[config.mk]
export PLATFORM = sky130hd
export DESIGN_NAME = button_click_gesture_detector_top_flat
export DESIGN_NICKNAME = d
export VERILOG_FILES = /design/src/hw/rtl/bcgd_pkg.sv /design/src/hw/rtl/bcgd_if.sv /design/src/hw/rtl/button_click_gesture_detector_top.sv /design/src/hw/rtl/bcgd_core.sv /design/src/flat_wrapper.sv
export SDC_FILE = /design/constraint.sdc
export NUM_CORES = 1
export LEC_CHECK = 0
export BUFFER_PORTS_ARGS = -buffer_cell sky130_fd_sc_hd__buf_2
export CAP_MARGIN = 20
export CORE_MARGIN = 5
export CORE_UTILIZATION = 55
export CTS_CLUSTER_DIAMETER = 40
export DETAILED_ROUTE_END_ITERATION = 7
export PLACE_DENSITY = 0.82
export SLEW_MARGIN = 10
export SYNTH_ARGS = -nofsm -noshare
export SYNTH_HDL_FRONTEND = slang
export SYNTH_SLANG_ARGS = --single-unit
[constraint.sdc]
create_clock -name clock -period 27 [get_ports clock]
set_clock_uncertainty 0.2 [all_clocks]
set_input_delay 0 -clock clock [delete_from_list [all_inputs] [get_ports clock]]
set_output_delay 0 -clock clock [all_outputs]
set_load 0.01 [all_outputs]
[src/hw/rtl/bcgd_pkg.sv]
// Package for the button click gesture detector.
// Holds gesture codes, register indexes, reset values and the config struct.
// No dependencies.
`default_nettype none

package bcgd_pkg;

   localparam int unsigned TIME_BITS_DEFAULT = 32;
   localparam int unsigned CFG_BITS          = 24;
   localparam int unsigned CFG_INDEX_BITS    = 2;

   localparam logic [CFG_BITS-1:0] DEBOUNCE_RESET     = 24'd50000;
   localparam logic [CFG_BITS-1:0] DOUBLE_CLICK_RESET = 24'd300000;
   localparam logic [CFG_BITS-1:0] LONG_PRESS_RESET   = 24'd1000000;

   typedef enum logic [1:0] {
      GESTURE_NONE   = 2'd0,
      GESTURE_SINGLE = 2'd1,
      GESTURE_DOUBLE = 2'd2,
      GESTURE_LONG   = 2'd3
   } gesture_type;

   typedef enum logic [CFG_INDEX_BITS-1:0] {
      REG_DEBOUNCE     = 2'd0,
      REG_DOUBLE_CLICK = 2'd1,
      REG_LONG_PRESS   = 2'd2,
      REG_UNUSED       = 2'd3
   } reg_index_type;

   typedef struct packed {
      logic [CFG_BITS-1:0] debounce_us;
      logic [CFG_BITS-1:0] double_click_us;
      logic [CFG_BITS-1:0] long_press_us;
   } cfg_type;

endpackage

`default_nettype wire

[src/hw/rtl/bcgd_if.sv]
// Handshake interfaces for the poll, result and register write channels.
// Depends on bcgd_pkg.
`default_nettype none

interface bcgd_req_if #(
   parameter int unsigned TIME_BITS = bcgd_pkg::TIME_BITS_DEFAULT
);
   logic                 valid;
   logic                 ready;
   logic                 pin_level;
   logic [TIME_BITS-1:0] time_us;

   modport source (output valid, output pin_level, output time_us, input ready);
   modport sink   (input valid, input pin_level, input time_us, output ready);
endinterface

interface bcgd_rsp_if;
   logic       valid;
   logic       ready;
   logic [1:0] gesture;

   modport source (output valid, output gesture, input ready);
   modport sink   (input valid, input gesture, output ready);
endinterface

interface bcgd_csr_if;
   logic                                valid;
   logic                                ready;
   logic [bcgd_pkg::CFG_INDEX_BITS-1:0] index;
   logic [bcgd_pkg::CFG_BITS-1:0]       data;

   modport source (output valid, output index, output data, input ready);
   modport sink   (input valid, input index, input data, output ready);
endinterface

`default_nettype wire

[src/hw/rtl/button_click_gesture_detector_top.sv]
// Button click gesture detector: a poll beat goes through the input register,
// then the detector logic into the result register. Throughput one poll per
// cycle while results are taken; the result register lets a new poll in while
// a result waits. Synchronous active-high reset restores the register reset
// values and a released, idle button. Depends on bcgd_pkg, bcgd_if, bcgd_core.
`default_nettype none

module button_click_gesture_detector_top #(
   parameter int unsigned TIME_BITS = bcgd_pkg::TIME_BITS_DEFAULT
) (
   input  wire logic   clock,
   input  wire logic   reset,
   bcgd_req_if.sink    req_bus,
   bcgd_rsp_if.source  rsp_bus,
   bcgd_csr_if.sink    csr_bus
);
   import bcgd_pkg::*;

   cfg_type              cfg_ff;
   logic                 s1_valid_ff;
   logic                 s1_pin_ff;
   logic [TIME_BITS-1:0] s1_time_ff;
   logic                 rsp_valid_ff;
   gesture_type          rsp_gesture_ff;
   gesture_type          gesture;
   logic                 s1_fire;
   logic                 req_fire;

   assign s1_fire       = s1_valid_ff && (!rsp_valid_ff || rsp_bus.ready);
   assign req_bus.ready = !s1_valid_ff || s1_fire;
   assign req_fire      = req_bus.valid && req_bus.ready;
   assign csr_bus.ready = 1'b1;

   assign rsp_bus.valid   = rsp_valid_ff;
   assign rsp_bus.gesture = rsp_gesture_ff;

   always_ff @(posedge clock) begin
      if (reset) begin
         cfg_ff.debounce_us     <= DEBOUNCE_RESET;
         cfg_ff.double_click_us <= DOUBLE_CLICK_RESET;
         cfg_ff.long_press_us   <= LONG_PRESS_RESET;
      end else if (csr_bus.valid) begin
         case (reg_index_type'(csr_bus.index))
            REG_DEBOUNCE:     cfg_ff.debounce_us     <= csr_bus.data;
            REG_DOUBLE_CLICK: cfg_ff.double_click_us <= csr_bus.data;
            REG_LONG_PRESS:   cfg_ff.long_press_us   <= csr_bus.data;
            default:          cfg_ff <= cfg_ff;
         endcase
      end
   end

   always_ff @(posedge clock) begin
      if (reset) begin
         s1_valid_ff  <= 1'b0;
         rsp_valid_ff <= 1'b0;
      end else begin
         if (req_fire) begin
            s1_valid_ff <= 1'b1;
         end else if (s1_fire) begin
            s1_valid_ff <= 1'b0;
         end
         if (s1_fire) begin
            rsp_valid_ff <= 1'b1;
         end else if (rsp_bus.ready) begin
            rsp_valid_ff <= 1'b0;
         end
      end
   end

   always_ff @(posedge clock) begin
      if (req_fire) begin
         s1_pin_ff  <= req_bus.pin_level;
         s1_time_ff <= req_bus.time_us;
      end
      if (s1_fire) begin
         rsp_gesture_ff <= gesture;
      end
   end

   bcgd_core #(
      .TIME_BITS (TIME_BITS)
   ) u_core (
      .clock     (clock),
      .reset     (reset),
      .cfg       (cfg_ff),
      .step      (s1_fire),
      .pin_level (s1_pin_ff),
      .time_us   (s1_time_ff),
      .gesture   (gesture)
   );

`ifndef SYNTH
   a_ready_low: assert property (@(posedge clock) disable iff (reset)
      !req_bus.ready |-> (s1_valid_ff && rsp_valid_ff && !rsp_bus.ready))
      else $error("poll stalled without a waiting result");
   a_fill_s1: assert property (@(posedge clock) disable iff (reset)
      req_fire |=> s1_valid_ff)
      else $error("accepted poll lost before detector stage");
   a_fill_rsp: assert property (@(posedge clock) disable iff (reset)
      s1_fire |=> rsp_valid_ff)
      else $error("detector step produced no result beat");
`endif

endmodule

`default_nettype wire

[src/hw/rtl/bcgd_core.sv]
// Debounce, click tally and gesture decision for one poll per step.
// Holds the detector state; depends on bcgd_pkg.
`default_nettype none

module bcgd_core #(
   parameter int unsigned TIME_BITS = bcgd_pkg::TIME_BITS_DEFAULT
) (
   input  wire logic                  clock,
   input  wire logic                  reset,
   input  wire bcgd_pkg::cfg_type     cfg,
   input  wire logic                  step,
   input  wire logic                  pin_level,
   input  wire logic [TIME_BITS-1:0]  time_us,
   output bcgd_pkg::gesture_type      gesture
);
   import bcgd_pkg::*;

   localparam int unsigned CMP_BITS = (TIME_BITS > CFG_BITS) ? TIME_BITS : CFG_BITS;

   logic                 level_ff, level_in;
   logic                 held_ff, held_in;
   logic                 long_ff, long_in;
   logic                 pend_ff, pend_in;
   logic [1:0]           tally_ff, tally_in;
   logic [TIME_BITS-1:0] change_ff, change_in;
   logic [TIME_BITS-1:0] press_ff, press_in;
   logic [TIME_BITS-1:0] release_ff, release_in;

   logic [TIME_BITS-1:0] el_change, el_press, el_release;
   logic                 level_change;

   always_comb begin
      level_in   = level_ff;
      held_in    = held_ff;
      long_in    = long_ff;
      pend_in    = pend_ff;
      tally_in   = tally_ff;
      change_in  = change_ff;
      press_in   = press_ff;
      release_in = release_ff;
      gesture    = GESTURE_NONE;

      el_change    = time_us - change_ff;
      level_change = (pin_level != level_ff) &&
                     (CMP_BITS'(el_change) > CMP_BITS'(cfg.debounce_us));

      if (level_change) begin
         change_in = time_us;
         level_in  = pin_level;
         if (!pin_level) begin
            press_in = time_us;
            held_in  = 1'b1;
            long_in  = 1'b0;
         end else begin
            release_in = time_us;
            held_in    = 1'b0;
            if (!long_ff) begin
               if (tally_ff != 2'd3) begin
                  tally_in = tally_ff + 2'd1;
               end
               pend_in = 1'b1;
            end
         end
      end

      el_press = time_us - press_in;
      if (held_in && !long_in &&
          (CMP_BITS'(el_press) > CMP_BITS'(cfg.long_press_us))) begin
         long_in  = 1'b1;
         tally_in = 2'd0;
         gesture  = GESTURE_LONG;
      end

      el_release = time_us - release_in;
      if (pend_in && !held_in &&
          (CMP_BITS'(el_release) > CMP_BITS'(cfg.double_click_us))) begin
         pend_in = 1'b0;
         case (tally_in)
            2'd1:    gesture = GESTURE_SINGLE;
            2'd2:    gesture = GESTURE_DOUBLE;
            default: gesture = GESTURE_NONE;
         endcase
         tally_in = 2'd0;
      end
   end

   always_ff @(posedge clock) begin
      if (reset) begin
         level_ff   <= 1'b1;
         held_ff    <= 1'b0;
         long_ff    <= 1'b0;
         pend_ff    <= 1'b0;
         tally_ff   <= 2'd0;
         change_ff  <= '0;
         press_ff   <= '0;
         release_ff <= '0;
      end else if (step) begin
         level_ff   <= level_in;
         held_ff    <= held_in;
         long_ff    <= long_in;
         pend_ff    <= pend_in;
         tally_ff   <= tally_in;
         change_ff  <= change_in;
         press_ff   <= press_in;
         release_ff <= release_in;
      end
   end

endmodule

`default_nettype wire

[src/flat_wrapper.sv]
// flat-port wrapper written by rule: the top's interface ports become plain ports
module button_click_gesture_detector_top_flat import bcgd_pkg::*;
#(
   parameter int unsigned TIME_BITS = bcgd_pkg::TIME_BITS_DEFAULT
)
  (clock, reset, req_bus_valid, req_bus_pin_level, req_bus_time_us, req_bus_ready, rsp_bus_valid, rsp_bus_gesture, rsp_bus_ready, csr_bus_valid, csr_bus_index, csr_bus_data, csr_bus_ready);
  bcgd_req_if #(.TIME_BITS(TIME_BITS)) req_bus_i ();
  bcgd_rsp_if rsp_bus_i ();
  bcgd_csr_if csr_bus_i ();
  input  wire logic clock;
  input  wire logic reset;
  input wire logic [$bits(req_bus_i.valid)-1:0] req_bus_valid;
  input wire logic [$bits(req_bus_i.pin_level)-1:0] req_bus_pin_level;
  input wire logic [$bits(req_bus_i.time_us)-1:0] req_bus_time_us;
  output wire logic [$bits(req_bus_i.ready)-1:0] req_bus_ready;
  output wire logic [$bits(rsp_bus_i.valid)-1:0] rsp_bus_valid;
  output wire logic [$bits(rsp_bus_i.gesture)-1:0] rsp_bus_gesture;
  input wire logic [$bits(rsp_bus_i.ready)-1:0] rsp_bus_ready;
  input wire logic [$bits(csr_bus_i.valid)-1:0] csr_bus_valid;
  input wire logic [$bits(csr_bus_i.index)-1:0] csr_bus_index;
  input wire logic [$bits(csr_bus_i.data)-1:0] csr_bus_data;
  output wire logic [$bits(csr_bus_i.ready)-1:0] csr_bus_ready;
  assign req_bus_i.valid = req_bus_valid;
  assign req_bus_i.pin_level = req_bus_pin_level;
  assign req_bus_i.time_us = req_bus_time_us;
  assign req_bus_ready = req_bus_i.ready;
  assign rsp_bus_valid = rsp_bus_i.valid;
  assign rsp_bus_gesture = rsp_bus_i.gesture;
  assign rsp_bus_i.ready = rsp_bus_ready;
  assign csr_bus_i.valid = csr_bus_valid;
  assign csr_bus_i.index = csr_bus_index;
  assign csr_bus_i.data = csr_bus_data;
  assign csr_bus_ready = csr_bus_i.ready;
  button_click_gesture_detector_top #(.TIME_BITS(TIME_BITS)) u_core (.clock(clock), .reset(reset), .req_bus(req_bus_i), .rsp_bus(rsp_bus_i), .csr_bus(csr_bus_i));
endmodule
Word level (Yosys, flattened, before mapping)
Cells that the tools add are included.

Output and inout bits: 5. Input port bits: 64. Word-level logic and storage cells: 75. Bits in registers: 211.

Add/sub/neg operators: 4. Order comparisons: 3. Multiplexer cells: 26. Reduce and logical (&&, ||, !) cells: 20. Eq/ne operators: 6.

Operator list (count): two-way mux 32 bit (4); greater-than comparator 32 x 24 -> 1 bit (3); subtractor 32 bit (3); two-way mux 2 bit (8); two-way mux 1 bit (13); AND reduction 2 bit (4); logical AND 1 bit (7); equality test 2 x 1 -> 1 bit, second input constant (2); equality test 2 bit, second input constant (2); logical NOT 1 bit (4); one-hot mux 2 bit (2 select lines) (1); nonzero test 2 bit (2); adder 2 x 1 -> 2 bit, second input constant (1); logical NOT 2 bit (1); logical OR 1 bit (2); != test 2 bit, second input constant (1); != test 1 bit (1).

Longest topological paths before layout
Depth in word-level cells: 11. Depth in mapped cells: 46. Mapped depth without buffers: 45.

Modules after synthesis
Synthesis repeated with hierarchy kept, for this count alone.

Cell total of the unflattened synthesis: 1816. Area, all modules: 15363.5 µm².

Modules (own cells, without submodules): bcgd_core (cells an instance 1491, area each 11293.3 µm², instances 1, seq. area each 2042.0 µm²); button_click_gesture_detector_top (cells an instance 325, area each 4070.2 µm², instances 1, seq. area each 2532.4 µm²).

Worst setup path after synthesis
Ideal clock, no wire load.

Kind: reg2reg. From: register u_core.s1_time_ff[0]. To: register u_core.rsp_gesture_ff[0] (netlist: u_core.rsp_bus.gesture[0]) (data pin). Buffers on the path: 2. Clock period less this slack: 8.512 ns. Library setup time: 0.268 ns. Arrival time: 8.044 ns. Path slack: 18.488 ns. Stages on the path, launching flop included: 44. Cell sequence: edfxtp_1 inv_1 ha_1 inv_1 fa_1 a211oi_1 o21ai_2 o211ai_1 a22oi_2 a21o_1 a21oi_1 xnor2_1 ha_1 nand2_1 nor2_1 a211oi_1 o21ai_0 a211o_1 (+8 left out) a221oi_1 o31ai_1 a21o_1 a21o_1 a21o_1 a21oi_1 xnor2_1 ha_1 nand4_1 a21oi_1 a2111oi_0 nor2_1 o311ai_0 a21oi_1 nor4_1 nand4_1 o31ai_4 o31ai_1.

Word-level cells in the longest chain between the ends: 11. Elaborated cells between the ends (all ways): 27.

RTL lines: start, declared (RTL line button_click_gesture_detector_top.sv:22) `logic [TIME_BITS-1:0] s1_time_ff;`; start signal, assigned (RTL line button_click_gesture_detector_top.sv:73) `s1_time_ff <= req_bus.time_us;`; subtractor 32 bit (RTL line bcgd_core.sv:43) `el_change = time_us - change_ff;`; greater-than comparator 32 x 24 -> 1 bit (RTL line bcgd_core.sv:45) `(CMP_BITS'(el_change) > CMP_BITS'(cfg.debounce_us));`; logical AND 1 bit (RTL line bcgd_core.sv:44) `level_change = (pin_level != level_ff) &&`; two-way mux 32 bit / two-way mux 1 bit (equally long branches) (RTL line bcgd_core.sv:47) `if (level_change) begin`; subtractor 32 bit / logical NOT 1 bit (equally long branches) (RTL line bcgd_core.sv:66, bcgd_core.sv:67); greater-than comparator 32 x 24 -> 1 bit / logical AND 1 bit (equally long branches) (RTL line bcgd_core.sv:68, bcgd_core.sv:67); logical AND 1 bit (RTL line bcgd_core.sv:67) `if (held_in && !long_in &&`; two-way mux 2 bit (RTL line bcgd_core.sv:67); equality test 2 bit / equality test 2 x 1 -> 1 bit (equally long branches) (RTL line bcgd_core.sv:78) `case (tally_in)`; one-hot mux 2 bit (2 select lines) (RTL line bcgd_core.sv:78); two-way mux 2 bit (*) (RTL line bcgd_core.sv:75) `if (pend_in && !held_in &&`; net u_core.gesture[0] (RTL line button_click_gesture_detector_top.sv:25) `gesture_type gesture;`; end signal, assigned (RTL line button_click_gesture_detector_top.sv:76) `rsp_gesture_ff <= gesture;`; end, declared (RTL line button_click_gesture_detector_top.sv:24) `gesture_type rsp_gesture_ff;`.

Mark *: on every way through the listed nets, which the timed path passes. The rest lies on a longest branch. A chain may end at the register's enable or synchronous reset.

Worst setup path after layout
From: register u_core.s1_time_ff[1]. To: register u_core.u_core.long_ff.

Word-level cells in the longest chain between the ends: 8. Elaborated cells between the ends (all ways): 13.

RTL lines: subtractor 32 bit (RTL line bcgd_core.sv:43); greater-than comparator 32 x 24 -> 1 bit (RTL line bcgd_core.sv:45); logical AND 1 bit (RTL line bcgd_core.sv:44); two-way mux 32 bit (RTL line bcgd_core.sv:47); net u_core.u_core.press_in[0] (RTL line bcgd_core.sv:26) `logic [TIME_BITS-1:0] press_ff, press_in;`; subtractor 32 bit (RTL line bcgd_core.sv:66) `el_press = time_us - press_in;`; greater-than comparator 32 x 24 -> 1 bit (RTL line bcgd_core.sv:68) `(CMP_BITS'(el_press) > CMP_BITS'(cfg.long_press_us))) begin`; logical AND 1 bit (RTL line bcgd_core.sv:67); two-way mux 1 bit (RTL line bcgd_core.sv:67); end signal, assigned (RTL line bcgd_core.sv:100) `long_ff <= long_in;`; end, declared (RTL line bcgd_core.sv:22) `logic long_ff, long_in;`.

The timed path passes the listed nets, and every way through them passes these cells.

==> metrics <==
run status finished, final reports clean; R2R cell count 38; EDFF count, synth 35; io pins 69; PortBufs 67; #FFs+latches synth 211; nets@finish 2,119; post-route ant nets 0; Area growth syn-to-layout 17.6%; fin crit share 0.394; wire per inst 19.9 um; CP max-delay cell o311a_2; YS warnings 0; Max Root-Sink Buffers 3; synthesized net count 1,996; Final Hold Viols 0; max-cap viol count 0; H-tree levels 2; setup bufs post-CTS 0; Cells after Synth 1,763; Sum Neg Setup Slack 0 ns; combinational family with the most area after synthesis compound AO/OA/AOI/OAI gates; mux contribution to synthesized area 0.0666; Rows 60; CP bufs+invs 1; hold buffers post-CTS 92; peak supply drop 0.0584 mV; Synth Area in Compound Gates 0.220; total die area 0.0303 mm^2; PostCTS Resize Cnt 0; fmax 94.0 MHz; Residual DRC 0; chip width 174 um; fill cell count 2,060; Seq/Total Area, Yosys 0.309; Required @ worst endpoint 27.18 ns; Via density 6.22; # setup viols final 0; most frequent cells in the layout nand2_1 (192), dfxtp_1 (176), nor2_1 (166), ha_1 (166), a21oi_1 (158); Post-Route Utilization 0.651; LEAKAGE 7.17 nW; hold path cells 4; Worst-Margin Slew 1.10 ns; Cell Pwr Density 65.6 mW/mm^2; Critical Path Fanout Max 19; initial detailed-routing violation count 1,266; first-pass GRT wire length 71,500 um; Synth Area in XOR/XNOR 0.0444; ys async rst share 0; Largest stage delay, worst path 0.68 ns; Root Buffer clkbuf_16; crit path time final 10.64 ns; via count 14.0k; largest net degree at the start of global routing 93; Final Routed Wirelength 44,900 um; adder-cell share of the synthesized area 0.145; CTS Sinks 211; Critical Path AT 10.82 ns; Starting Density 0.553; total gr overflow 0; critical path endpoint category flip-flop; crit path launch type flip-flop; synth unique cells 84; Setup CP Type reg2reg; Die Y 174 um; initial antenna violation count 1; Core ar. 0.0267 mm^2; GP Congestion 0.972; Hold/Removal Path Class in2reg; later-pin clock latency in the skew report 0.52 ns; unrepaired setup endpoints after global routing false; TritonCTS clock tree yes; 1st-pass router iterations 7; critical path's top delay family compound AO/OA/AOI/OAI gates; gr usage total 0.289; Crit path depth 38; Primary FF master, synth dfxtp_1; dpl hpwl 30,300 um; clk slew on worst S/H paths 0.06 ns; simple-gate share of the synthesized area 0.156; most used cell along the critical path ha_1; CTS Buf Count 35; Cell Area, Synth 0.0148 mm^2; vias in the first global route 14.0k; share of cells above drive strength 1 0.0868; count of pins over their slew limit 0; most common cell after layout, fill and taps aside nand2_1; Avg Cell Area, Syn 8.39 um^2; Slew headroom 0.263
-- flip-flops by register name, summed over array words and instances (netlist names) --
name,flops
u_core.cfg_ff,72
u_core.s1_time_ff,32
u_core.u_core.change_ff,32
u_core.u_core.press_ff,32
u_core.u_core.release_ff,32
u_core.rsp_bus.gesture,2
u_core.u_core.tally_ff,2
u_core.rsp_bus.valid,1
u_core.s1_pin_ff,1
u_core.s1_valid_ff,1
u_core.u_core.held_ff,1
u_core.u_core.level_ff,1
u_core.u_core.long_ff,1
u_core.u_core.pend_ff,1
-- through the flow --
step	area [um^2]	setup WS, ns	total power [mW]	hold slack (ns)	instances
finish	17400	16.36	1.14	0.0196	2254
global route	17400	15.86	1.19	0.0400	2254
CTS	17400	16.62	1.13	0.00467	2253
detailed placement	15200	16.65	0.646	-0.0219	2098
global placement	15200	16.83	0.635	-0.0237	2098
floorplan	14800	18.49	0.574	-0.101	1763
-- power breakdown --
part	internal (mW)	switching (mW)	leakage, nW
registers	0.337	0.0152	1.78
logic	0.130	0.182	4.80
clock network	0.311	0.165	0.594
total	0.778	0.362	7.17
-- Yosys cell counts, drive strengths merged (4+ instances only) --
master,instances,area [um^2]
a2111oi,5,50.0
a211o,4,35.0
a211oi,76,581
a21o,41,308
a21oi,161,817
a221o,6,60.1
a221oi,5,43.8
a31o,4,35.0
a31oi,14,103
and2,10,65.1
and3,13,81.3
and4,10,87.6
buf,19,150
clkbuf,61,229
dfxtp,176,3520
edfxtp,35,1050
ha,166,2080
inv,129,484
mux2i,95,951
nand2,192,721
nand2b,10,62.6
nand3,18,90.1
nand4,28,175
nor2,166,623
nor2b,12,75.1
nor3,23,120
nor4,9,56.3
o211a,4,40.0
o211ai,26,200
o21a,16,120
o21ai,67,350
o21bai,16,120
o31ai,11,101
or2,8,50.1
xnor2,47,412
xor2,28,245
-- layer usage --
metal / GRT usage / wire (um) / part of all wire
met5: 0 / 0 / 0
met4: 0.166 / 2860 / 0.064
met3: 0.0576 / 3960 / 0.088
met2: 0.491 / 21200 / 0.47
met1: 0.341 / 16900 / 0.38
-- worst min-delay path, cell delays in order --
cell and delay, ns:
buf_2 0.13, or3b_2 0.36, nand2_1 0.09, a21oi_1 0.12
-- cell type report --
class / instances / area [um^2] / area share
Multi-Input combinational cell: 1342 / 9350 / 0.538
Sequential cell: 211 / 4570 / 0.263
Timing Repair Buffer: 166 / 1310 / 0.0754
Clock buffer: 42 / 912 / 0.0525
Inverter: 130 / 489 / 0.0281
Tap cell: 341 / 427 / 0.0245
Clock inverter: 21 / 320 / 0.0184
Antenna cell: 1 / 2.50 / 0.000144
-- cells by family (layout without fill, tap and decap cells) --
| kind of cell | Yosys count | count (layout) |
|---|---|---|
| AOI/OAI and AO/OA | 488 | 488 |
| xor gates and xnor gates | 75 | 75 |
| adders and majority gates | 169 | 169 |
| buffers and inverters | 210 | 359 |
| DFF | 211 | 211 |
| muxes | 98 | 98 |
| other | 1 | 2 |
| and+or+nand+nor | 511 | 511 |
-- worst paths after layout --
kind | start | endpoint | slack (ns)
hold / removal | csr_bus_index[0] | u_core.cfg_ff[58]$_SDFFE_PP0P_ | 0.02
setup reg to reg | u_core.s1_time_ff[1]$_DFFE_PP_ | u_core.u_core.long_ff$_SDFFE_PP0P_ | 16.36
setup / recovery | u_core.s1_time_ff[1]$_DFFE_PP_ | u_core.u_core.long_ff$_SDFFE_PP0P_ | 16.36
hold reg to reg | u_core.cfg_ff[34]$_SDFFE_PP0P_ | u_core.cfg_ff[34]$_SDFFE_PP0P_ | 0.25
Note: power is estimated with default switching activity, not from simulation.
